`config.mk`:
```
export PLATFORM = sky130hd
export DESIGN_NAME = quoted_token_lexer_line_comments
export DESIGN_NICKNAME = d
export VERILOG_FILES = /design/src/rtl/core/qtl_pkg.sv /design/src/rtl/core/quoted_token_lexer_line_comments.sv /design/src/rtl/core/qtl_front.sv /design/src/rtl/core/qtl_queue.sv /design/src/rtl/core/qtl_back.sv
export VERILOG_INCLUDE_DIRS = /design/src /design/src/rtl/core
export SDC_FILE = /design/constraint.sdc
export NUM_CORES = 1
export LEC_CHECK = 0
export BUFFER_PORTS_ARGS = -buffer_cell sky130_fd_sc_hd__clkbuf_2
export CORE_UTILIZATION = 61
export DETAILED_ROUTE_END_ITERATION = 8
export GPL_ROUTABILITY_DRIVEN = 0
export GPL_TIMING_DRIVEN = 0
export PLACE_DENSITY_LB_ADDON = 0.3
export SYNTH_ARGS = -nofsm -noshare
export SYNTH_HDL_FRONTEND = slang
export SYNTH_SLANG_ARGS = --single-unit
```
`constraint.sdc`:
```
create_clock -name clk -period 7.2 [get_ports clk]
set_input_delay 0.36 -clock clk [delete_from_list [all_inputs] [get_ports clk]]
set_output_delay 0.36 -clock clk [all_outputs]
set_load 0.05 [all_outputs]
```
`src/rtl/core/assert_macros.svh`:
```
// ---------------------------------------------------------------------------
// Assertion macros
// Clocked implication checks shared by the RTL, disabled while in reset.
// ---------------------------------------------------------------------------
`ifndef ASSERT_MACROS_SVH
`define ASSERT_MACROS_SVH

// same-cycle implication
`define ASSERT_IMP(lbl, clk_s, rstn_s, ante, cons) \
  lbl: assert property (@(posedge clk_s) disable iff (!rstn_s) (ante) |-> (cons)) \
    else $error("assertion failed: same-cycle implication");

// next-cycle implication
`define ASSERT_NXT(lbl, clk_s, rstn_s, ante, cons) \
  lbl: assert property (@(posedge clk_s) disable iff (!rstn_s) (ante) |=> (cons)) \
    else $error("assertion failed: next-cycle implication");

`endif

```
`src/rtl/core/qtl_pkg.sv`:
```
// ---------------------------------------------------------------------------
// qtl_pkg
// Types and constants shared by the quoted token lexer.
// ---------------------------------------------------------------------------
package qtl_pkg;

  localparam int QDEPTH = 4;

  localparam logic [7:0] CH_DASH  = 8'h2D;
  localparam logic [7:0] CH_SLASH = 8'h2F;
  localparam logic [7:0] CH_COMMA = 8'h2C;
  localparam logic [7:0] CH_SQ    = 8'h27;
  localparam logic [7:0] CH_DQ    = 8'h22;
  localparam logic [7:0] CH_NL    = 8'h0A;
  localparam logic [7:0] CH_SP    = 8'h20;
  localparam logic [7:0] CH_TAB   = 8'h09;
  localparam logic [7:0] CH_VT    = 8'h0B;
  localparam logic [7:0] CH_FF    = 8'h0C;
  localparam logic [7:0] CH_CR    = 8'h0D;

  typedef enum logic [2:0] {
    KIND_CHAR  = 3'd0,
    KIND_TEND  = 3'd1,
    KIND_SLASH = 3'd2,
    KIND_ERR   = 3'd3,
    KIND_DONE  = 3'd4
  } kind_t;

  // work handed from front to back: optional held dash, optional byte, end
  typedef struct packed {
    logic       dash;
    logic       chr_v;
    logic [7:0] chr;
    logic       fin;
  } q_entry_t;

endpackage

```
`src/rtl/core/quoted_token_lexer_line_comments.sv`:
```
// ---------------------------------------------------------------------------
// quoted_token_lexer_line_comments
// Quote-aware tokenizer with "--" line comments, one text byte per request.
// ---------------------------------------------------------------------------
// Input channel: in_valid/in_stall with in_ch (a text byte) and in_is_end
// (end of text; in_ch ignored). Output channel: out_valid/out_stall with
// out_kind (token char, token end, slash, unterminated quote, done),
// out_char and out_last, which flags the final result of one input request.
// A request that yields no result (comment bytes, held dash) is absorbed.
// The first result of a request passes through the queue entry, written
// when the request is taken, then the tokenizer output register.
// Throughput: one request per cycle while each yields at most one result
// and the receiver does not stall; a request yielding several results
// (at most 3) holds the output until each is taken, set by the single
// output register. Meanwhile the stripper keeps taking bytes into the
// QDEPTH-entry queue.
// When the receiver stalls, the current result holds; once the queue
// fills, in_stall rises. A synchronous low rst_n clears all quote, comment
// and token state and empties the queue. After an end request all state
// returns to reset, so a new stream may follow at once.
// ---------------------------------------------------------------------------
`include "assert_macros.svh"

module quoted_token_lexer_line_comments
  import qtl_pkg::*;
#(
  parameter int DEPTH = QDEPTH
)
(
  input  logic       clk,
  input  logic       rst_n,
  input  logic       in_valid,
  output logic       in_stall,
  input  logic [7:0] in_ch,
  input  logic       in_is_end,
  output logic       out_valid,
  input  logic       out_stall,
  output logic [2:0] out_kind,
  output logic [7:0] out_char,
  output logic       out_last
);

  logic     q_full, q_push, q_valid, q_pop;
  q_entry_t q_entry, q_head;

  qtl_front u_front (
    .clk       (clk),
    .rst_n     (rst_n),
    .in_valid  (in_valid),
    .in_stall  (in_stall),
    .in_ch     (in_ch),
    .in_is_end (in_is_end),
    .q_full    (q_full),
    .q_push    (q_push),
    .q_entry   (q_entry)
  );

  qtl_queue #(
    .DEPTH (DEPTH)
  ) u_queue (
    .clk        (clk),
    .rst_n      (rst_n),
    .push       (q_push),
    .push_entry (q_entry),
    .full       (q_full),
    .pop        (q_pop),
    .head_valid (q_valid),
    .head       (q_head)
  );

  qtl_back u_back (
    .clk       (clk),
    .rst_n     (rst_n),
    .q_valid   (q_valid),
    .q_head    (q_head),
    .q_pop     (q_pop),
    .out_valid (out_valid),
    .out_stall (out_stall),
    .out_kind  (out_kind),
    .out_char  (out_char),
    .out_last  (out_last)
  );

  // only token chars carry a character
  `ASSERT_IMP(a_char_zero, clk, rst_n, out_valid && out_kind != KIND_CHAR, out_char == 8'h00)
  // error and done close out their request
  `ASSERT_IMP(a_final_last, clk, rst_n, out_valid && (out_kind == KIND_ERR || out_kind == KIND_DONE), out_last)
  // only chars and token ends precede other results of the same request
  `ASSERT_IMP(a_mid_kind, clk, rst_n, out_valid && !out_last, out_kind == KIND_CHAR || out_kind == KIND_TEND)
  // a stream end with nothing stalled leaves no result behind
  `ASSERT_NXT(a_done_clear, clk, rst_n, out_valid && !out_stall && out_kind == KIND_DONE && !q_valid, !out_valid)

endmodule

```
`src/rtl/core/qtl_front.sv`:
```
// ---------------------------------------------------------------------------
// qtl_front
// Comment stripper: drops "--" line comments outside quotes, holds a dash.
// ---------------------------------------------------------------------------
module qtl_front
  import qtl_pkg::*;
(
  input  logic       clk,
  input  logic       rst_n,
  input  logic       in_valid,
  output logic       in_stall,
  input  logic [7:0] in_ch,
  input  logic       in_is_end,
  input  logic       q_full,
  output logic       q_push,
  output q_entry_t   q_entry
);

  typedef struct packed {
    logic in_q;
    logic q_dbl;
    logic dash;
    logic cmt;
    logic lhb;
  } strip_st_t;

  strip_st_t st_r, st_nxt;
  q_entry_t  ent;
  logic      accept;
  logic      go;

  assign in_stall = q_full;
  assign accept   = in_valid && !q_full;

  always_comb begin
    st_nxt = st_r;
    ent    = '0;
    go     = 1'b0;
    if (in_is_end) begin
      ent.dash  = st_r.dash;
      ent.chr_v = st_r.lhb;
      ent.chr   = CH_NL;
      ent.fin   = 1'b1;
      st_nxt    = '0;
    end else if (in_ch == CH_NL) begin
      ent.dash  = st_r.dash;
      ent.chr_v = 1'b1;
      ent.chr   = CH_NL;
      st_nxt    = '0;
    end else begin
      st_nxt.lhb = 1'b1;
      if (!st_r.cmt) begin
        go = 1'b1;
        if (st_r.dash) begin
          st_nxt.dash = 1'b0;
          if (in_ch == CH_DASH) begin
            st_nxt.cmt = 1'b1;
            go         = 1'b0;
          end else begin
            ent.dash = 1'b1;
          end
        end
        if (go) begin
          if (in_ch == CH_SQ || in_ch == CH_DQ) begin
            if (!st_r.in_q) begin
              st_nxt.in_q  = 1'b1;
              st_nxt.q_dbl = (in_ch == CH_DQ);
            end else if (st_r.q_dbl == (in_ch == CH_DQ)) begin
              st_nxt.in_q = 1'b0;
            end
          end
          if (!st_nxt.in_q && in_ch == CH_DASH) begin
            st_nxt.dash = 1'b1;
          end else begin
            ent.chr_v = 1'b1;
            ent.chr   = in_ch;
          end
        end
      end
    end
  end

  assign q_entry = ent;
  assign q_push  = accept && (ent.dash || ent.chr_v || ent.fin);

  always_ff @(posedge clk) begin
    if (!rst_n) begin
      st_r <= '0;
    end else if (accept) begin
      st_r <= st_nxt;
    end
  end

endmodule

```
`src/rtl/core/qtl_queue.sv`:
```
// ---------------------------------------------------------------------------
// qtl_queue
// Small register queue decoupling the comment stripper from the tokenizer.
// ---------------------------------------------------------------------------
module qtl_queue
  import qtl_pkg::*;
#(
  parameter int DEPTH = QDEPTH
)
(
  input  logic     clk,
  input  logic     rst_n,
  input  logic     push,
  input  q_entry_t push_entry,
  output logic     full,
  input  logic     pop,
  output logic     head_valid,
  output q_entry_t head
);

  localparam int PW = (DEPTH > 1) ? $clog2(DEPTH) : 1;
  localparam int CW = $clog2(DEPTH + 1);

  q_entry_t        mem_r [DEPTH];
  logic [PW-1:0]   wptr_r, rptr_r;
  logic [CW-1:0]   cnt_r;
  logic            do_push, do_pop;

  assign full       = (cnt_r == CW'(DEPTH));
  assign head_valid = (cnt_r != '0);
  assign head       = mem_r[rptr_r];
  assign do_push    = push && !full;
  assign do_pop     = pop && head_valid;

  always_ff @(posedge clk) begin
    if (do_push) begin
      mem_r[wptr_r] <= push_entry;
    end
  end

  always_ff @(posedge clk) begin
    if (!rst_n) begin
      wptr_r <= '0;
      rptr_r <= '0;
      cnt_r  <= '0;
    end else begin
      if (do_push) begin
        wptr_r <= (wptr_r == PW'(DEPTH - 1)) ? '0 : wptr_r + 1'b1;
      end
      if (do_pop) begin
        rptr_r <= (rptr_r == PW'(DEPTH - 1)) ? '0 : rptr_r + 1'b1;
      end
      if (do_push && !do_pop) begin
        cnt_r <= cnt_r + 1'b1;
      end else if (do_pop && !do_push) begin
        cnt_r <= cnt_r - 1'b1;
      end
    end
  end

endmodule

```
`src/rtl/core/qtl_back.sv`:
```
// ---------------------------------------------------------------------------
// qtl_back
// Tokenizer: splits stripped text into token results, one per cycle out unless the receiver stalls.
// ---------------------------------------------------------------------------
module qtl_back
  import qtl_pkg::*;
(
  input  logic       clk,
  input  logic       rst_n,
  input  logic       q_valid,
  input  q_entry_t   q_head,
  output logic       q_pop,
  output logic       out_valid,
  input  logic       out_stall,
  output logic [2:0] out_kind,
  output logic [7:0] out_char,
  output logic       out_last
);

  typedef struct packed {
    logic in_q;
    logic q_dbl;
    logic open;
  } tok_st_t;

  typedef struct packed {
    tok_st_t st;
    logic    tend;
    logic    slash;
    logic    chr;
  } tok_res_t;

  typedef struct packed {
    kind_t      kind;
    logic [7:0] chr;
  } res_t;

  typedef struct packed {
    res_t [2:0] slot;
    logic [1:0] cnt;
  } rbuf_t;

  function automatic tok_res_t tok_byte(tok_st_t s, logic [7:0] c);
    tok_res_t r;
    logic     closes;
    r       = '0;
    r.st    = s;
    closes  = s.q_dbl ? (c == CH_DQ) : (c == CH_SQ);
    if (s.in_q) begin
      if (closes) begin
        r.tend    = s.open;
        r.st.open = 1'b0;
        r.st.in_q = 1'b0;
      end else begin
        r.chr     = 1'b1;
        r.st.open = 1'b1;
      end
    end else if (c == CH_SQ || c == CH_DQ) begin
      r.tend     = s.open;
      r.st.open  = 1'b0;
      r.st.in_q  = 1'b1;
      r.st.q_dbl = (c == CH_DQ);
    end else if (c == CH_SLASH) begin
      r.tend    = s.open;
      r.st.open = 1'b0;
      r.slash   = 1'b1;
    end else if (c == CH_SP || c == CH_TAB || c == CH_NL || c == CH_VT ||
                 c == CH_FF || c == CH_CR || c == CH_COMMA) begin
      r.tend    = s.open;
      r.st.open = 1'b0;
    end else begin
      r.chr     = 1'b1;
      r.st.open = 1'b1;
    end
    return r;
  endfunction

  function automatic rbuf_t add(rbuf_t b, logic en, kind_t k, logic [7:0] c);
    rbuf_t o;
    o = b;
    if (en && b.cnt != 2'd3) begin
      o.slot[b.cnt].kind = k;
      o.slot[b.cnt].chr  = c;
      o.cnt              = b.cnt + 2'd1;
    end
    return o;
  endfunction

  tok_st_t  tok_r, tok_nxt;
  rbuf_t    buf_r, buf_nxt;
  logic     valid_r;
  logic [1:0] ptr_r;
  tok_res_t r0, r1;
  tok_st_t  s1;
  logic     is_last, out_fire;

  always_comb begin
    buf_nxt = '0;
    r0      = tok_byte(tok_r, CH_DASH);
    s1      = q_head.dash ? r0.st : tok_r;
    r1      = tok_byte(s1, q_head.chr);
    tok_nxt = q_head.chr_v ? r1.st : s1;
    if (q_head.dash) begin
      buf_nxt = add(buf_nxt, r0.tend, KIND_TEND, 8'h00);
      buf_nxt = add(buf_nxt, r0.slash, KIND_SLASH, 8'h00);
      buf_nxt = add(buf_nxt, r0.chr, KIND_CHAR, CH_DASH);
    end
    if (q_head.chr_v) begin
      buf_nxt = add(buf_nxt, r1.tend, KIND_TEND, 8'h00);
      buf_nxt = add(buf_nxt, r1.slash, KIND_SLASH, 8'h00);
      buf_nxt = add(buf_nxt, r1.chr, KIND_CHAR, q_head.chr);
    end
    if (q_head.fin) begin
      if (tok_nxt.in_q) begin
        buf_nxt = add(buf_nxt, 1'b1, KIND_ERR, 8'h00);
      end else begin
        buf_nxt = add(buf_nxt, tok_nxt.open, KIND_TEND, 8'h00);
        buf_nxt = add(buf_nxt, 1'b1, KIND_DONE, 8'h00);
      end
      tok_nxt = '0;
    end
  end

  assign is_last   = (ptr_r == buf_r.cnt - 2'd1);
  assign out_fire  = valid_r && !out_stall;
  assign q_pop     = q_valid && (!valid_r || (out_fire && is_last));
  assign out_valid = valid_r;
  assign out_kind  = buf_r.slot[ptr_r].kind;
  assign out_char  = buf_r.slot[ptr_r].chr;
  assign out_last  = is_last;

  always_ff @(posedge clk) begin
    if (q_pop) begin
      buf_r <= buf_nxt;
    end
  end

  always_ff @(posedge clk) begin
    if (!rst_n) begin
      tok_r   <= '0;
      valid_r <= 1'b0;
      ptr_r   <= '0;
    end else if (q_pop) begin
      tok_r   <= tok_nxt;
      valid_r <= (buf_nxt.cnt != 2'd0);
      ptr_r   <= '0;
    end else if (out_fire) begin
      if (is_last) begin
        valid_r <= 1'b0;
      end else begin
        ptr_r <= ptr_r + 2'd1;
      end
    end
  end

endmodule

```
==> results.cfg <==
[cells_and_area]
fin_nets = 526
fill_cells = 621
post-route-util = 0.699
design_area_um2 = 5800
drive_gt1_frac = 0.161
multi_input_area_um2 = 2350
finalNonFillerCells = 602
diodes = 0
area_growth_syn_to_layout_pct = 10.0
final-seq-area_um2 = 2770

[synthesis]
async_flop_share = 0
yosysUniqueCellTypes = 70
ys_ff_latch = 99
synth_area_um2 = 5280
synth_seq_area_share = 0.526
synth-warning-count = 0
synth_nets = 485
syn_area_per_cell_um2 = 11.7
syn_inst = 451
synth_largest_area_cell = edfxtp_1
synth_edf_count = 79
synthFlopType = edfxtp_1
synth_top_area_share = 0.450
synth_area_leaders = edfxtp_1 (45%), dfxtp_1 (7.6%), ha_1 (4.7%), mux4_2 (4.3%), mux2i_1 (3.2%)

[timing]
drv_slew = 0
fin_ws_ps = 382
period_share = 0.947
fmax_mhz = 147
grt_setup_unrepaired = no
tightest_slew_ps = 787
hold_slack_ps = 294
slew_headroom = 0.473
clock_skew_ps = 11.9
setup_viol_count_final = 0
final-hold-violation-count = 0
fin_crit_ps = 6820
setup_tns_ps = 0

[die]
ios = 27
initial_utilization = 0.636
die_h_um = 95.0
fp.dieW_um = 95.0
fp.coreArea_um2 = 8300
rows = 33
dieArea_um2 = 9020

[detailed_routing]
drt_iter0_drc = 271
wire_per_inst_um = 17.5
vias = 3667
drtAntennaViolNets = 0
totalWireLength_um = 10500
dr.pass1.iters = 5
vias_per_cell = 6.09
drc = 0

[clocking]
cts_tree = done
hold_buffers = 0
clock-sinks = 99
cts-root-buf = clkbuf_8
clockBufferDepth = 2
cts_made_buffers = 9
clkTransAtPathRegs_ps = 100
htree_levels = 3
insertion_delay_ps = 370

[worst_setup_path]
reg2reg_slack_ps = 380
crit_arrival_ps = 7080
rr_endpoint = u_back.out_valid
path_class = reg2reg
endpoint_kind = flop
cp.required_ps = 7470
worstRegToRegCells = 25
critPathMaxFanout = 10
start_kind = flop

[worst_hold_path]
holdCritStartpoint = in_valid
min_to = u_front.st_r[0]
hp-class = in2reg
whs_path_depth = 3

[placement]
dp_cells = 582
placed_cell_area_um2 = 5540
io_buffers = 26
pre_cts_ws_ps = 310
dp_hpwl_um = 7510

[power_and_ir_drop]
power_mw = 2.82
p_leak_nw = 2.18
ir_worst_vdd_uv = 256
powerDensity_nw_per_um2 = 486

[global_route]
grt_first_pass_wirelength_um = 17200
grt_start_max_net_pins = 37
antenna_found_initial = 0
grt_pass1_vias = 3596
grt_use_total = 0.256
overflow = 0

[run]
cap_violations = 0

[outcome]
outcome = completed
## repair_timing
action                                  4_1_cts  5_1_grt
resized for setup                             0        3
endpoints found under the setup margin        0       11
buffers inserted                              0        3
## worst max-delay path: stages, from the launching register on
cell and delay (ps):
dfxtp_1 480, buf_6 220, mux4_2 630, and3_4 220, o211a_1 290, a211oi_4 360, nor3_2 110, ha_1 330
inv_1 150, a21oi_1 320, nand4_4 240, xnor2_4 340, ha_1 280, inv_1 120, o21ai_4 110, mux2i_1 320
and2_1 260, inv_1 120, ha_1 370, inv_1 160, nand2_1 70, a2111o_1 360, o211ai_2 100, a21boi_2 120
a221o_1 380, o211a_1 230
## metal layers
metal,track usage,wire length [um],share of wire,vias to the layer above
li1,-,-,-,1755
met1,0.322,4520,0.43,1786
met2,0.435,5290,0.50,110
met3,0.0475,562,0.053,16
met4,0.104,158,0.015,0
met5,0,0,0,-
## where the power goes
group / switching, mW / leakage [nW] / total, mW / internal, mW
clock: 0.204 / 0.108 / 0.371 / 0.167
sequential: 0.0575 / 0.918 / 0.893 / 0.836
combinational: 1.01 / 1.16 / 1.56 / 0.543
total: 1.28 / 2.18 / 2.82 / 1.55
## layout by cell type (no fill, tap or decap), types with 4 or more instances in the layout
master,synthesis,layout
a21oi_1,20,19
nand2b_1,4,4
inv_1,30,29
o211ai_1,4,4
xor2_1,5,5
clkbuf_2,0,26
nand2_1,36,36
clkbuf_1,9,9
nor2_1,34,34
and3_1,7,7
clkbuf_8,0,9
o211a_1,4,4
mux4_2,10,10
a21boi_0,4,4
nand3_1,6,6
and2_1,15,15
dfxtp_1,20,20
o21a_1,4,4
edfxtp_1,79,79
nor2b_1,15,15
ha_1,20,20
nor3_1,20,19
mux2i_1,17,17
o21ai_0,21,21
## cells in the mapped netlist, drive strengths merged, types with 4 or more instances
| cell type | count |
|---|---|
| edfxtp | 79 |
| nand2 | 36 |
| nor2 | 34 |
| inv | 30 |
| o21ai | 24 |
| a21oi | 21 |
| dfxtp | 20 |
| ha | 20 |
| nor3 | 20 |
| mux2i | 17 |
| and2 | 15 |
| nor2b | 15 |
| mux4 | 10 |
| clkbuf | 9 |
| and3 | 8 |
| nand3 | 7 |
| a21boi | 5 |
| o211ai | 5 |
| xor2 | 5 |
| nand2b | 4 |
| o211a | 4 |
| o21a | 4 |
## cell type report
type	instances	share of cell area
multi-input combinational	310	0.405
tap	105	0.0226
buffer	12	0.00927
inverter	30	0.0194
sequential	99	0.478
clock inverter	7	0.0144
timing repair buffer	30	0.0298
clock buffer	9	0.0213
## flip-flops by register name (all words and copies together), names as in the netlist, named ones only
register,count
u_front.st_r,5
u_back.r0,1
u_queue.wptr_r,2
u_back.buf_r,35
u_back.tok_r,2
u_queue.mem_r,44
u_queue.rptr_r,2
u_queue.cnt_r,3
u_back.out_valid,1
u_back.ptr_r,2
## how the worst max path moves through the flow
| stage | start | end | slack (ps) | cells past startpoint |
|---|---|---|---|---|
| 2_1_floorplan | flop | u_back.out_valid | 1190 | 25 |
| 5_1_grt | flop | u_back.buf_r[7] | 20 | 25 |
| 3_5_place_dp | flop | u_back.buf_r[6] | 310 | 25 |
| 6_report | flop | u_back.out_valid | 380 | 25 |
| 3_3_place_gp | flop | u_back.buf_r[9] | 480 | 26 |
| 4_1_cts | flop | u_back.out_valid | 250 | 25 |
## cell families after synthesis
logic type / share of synthesized area
AND/OR/NAND/NOR: 0.159
buffers and inverters: 0.0315
multiplexers: 0.0792
adder cells (fa/ha/maj): 0.0512
XOR/XNOR: 0.0168
AO/OA/AOI/OAI: 0.136
flip-flops: 0.526
Note: power is estimated with default switching activity, not from simulation.
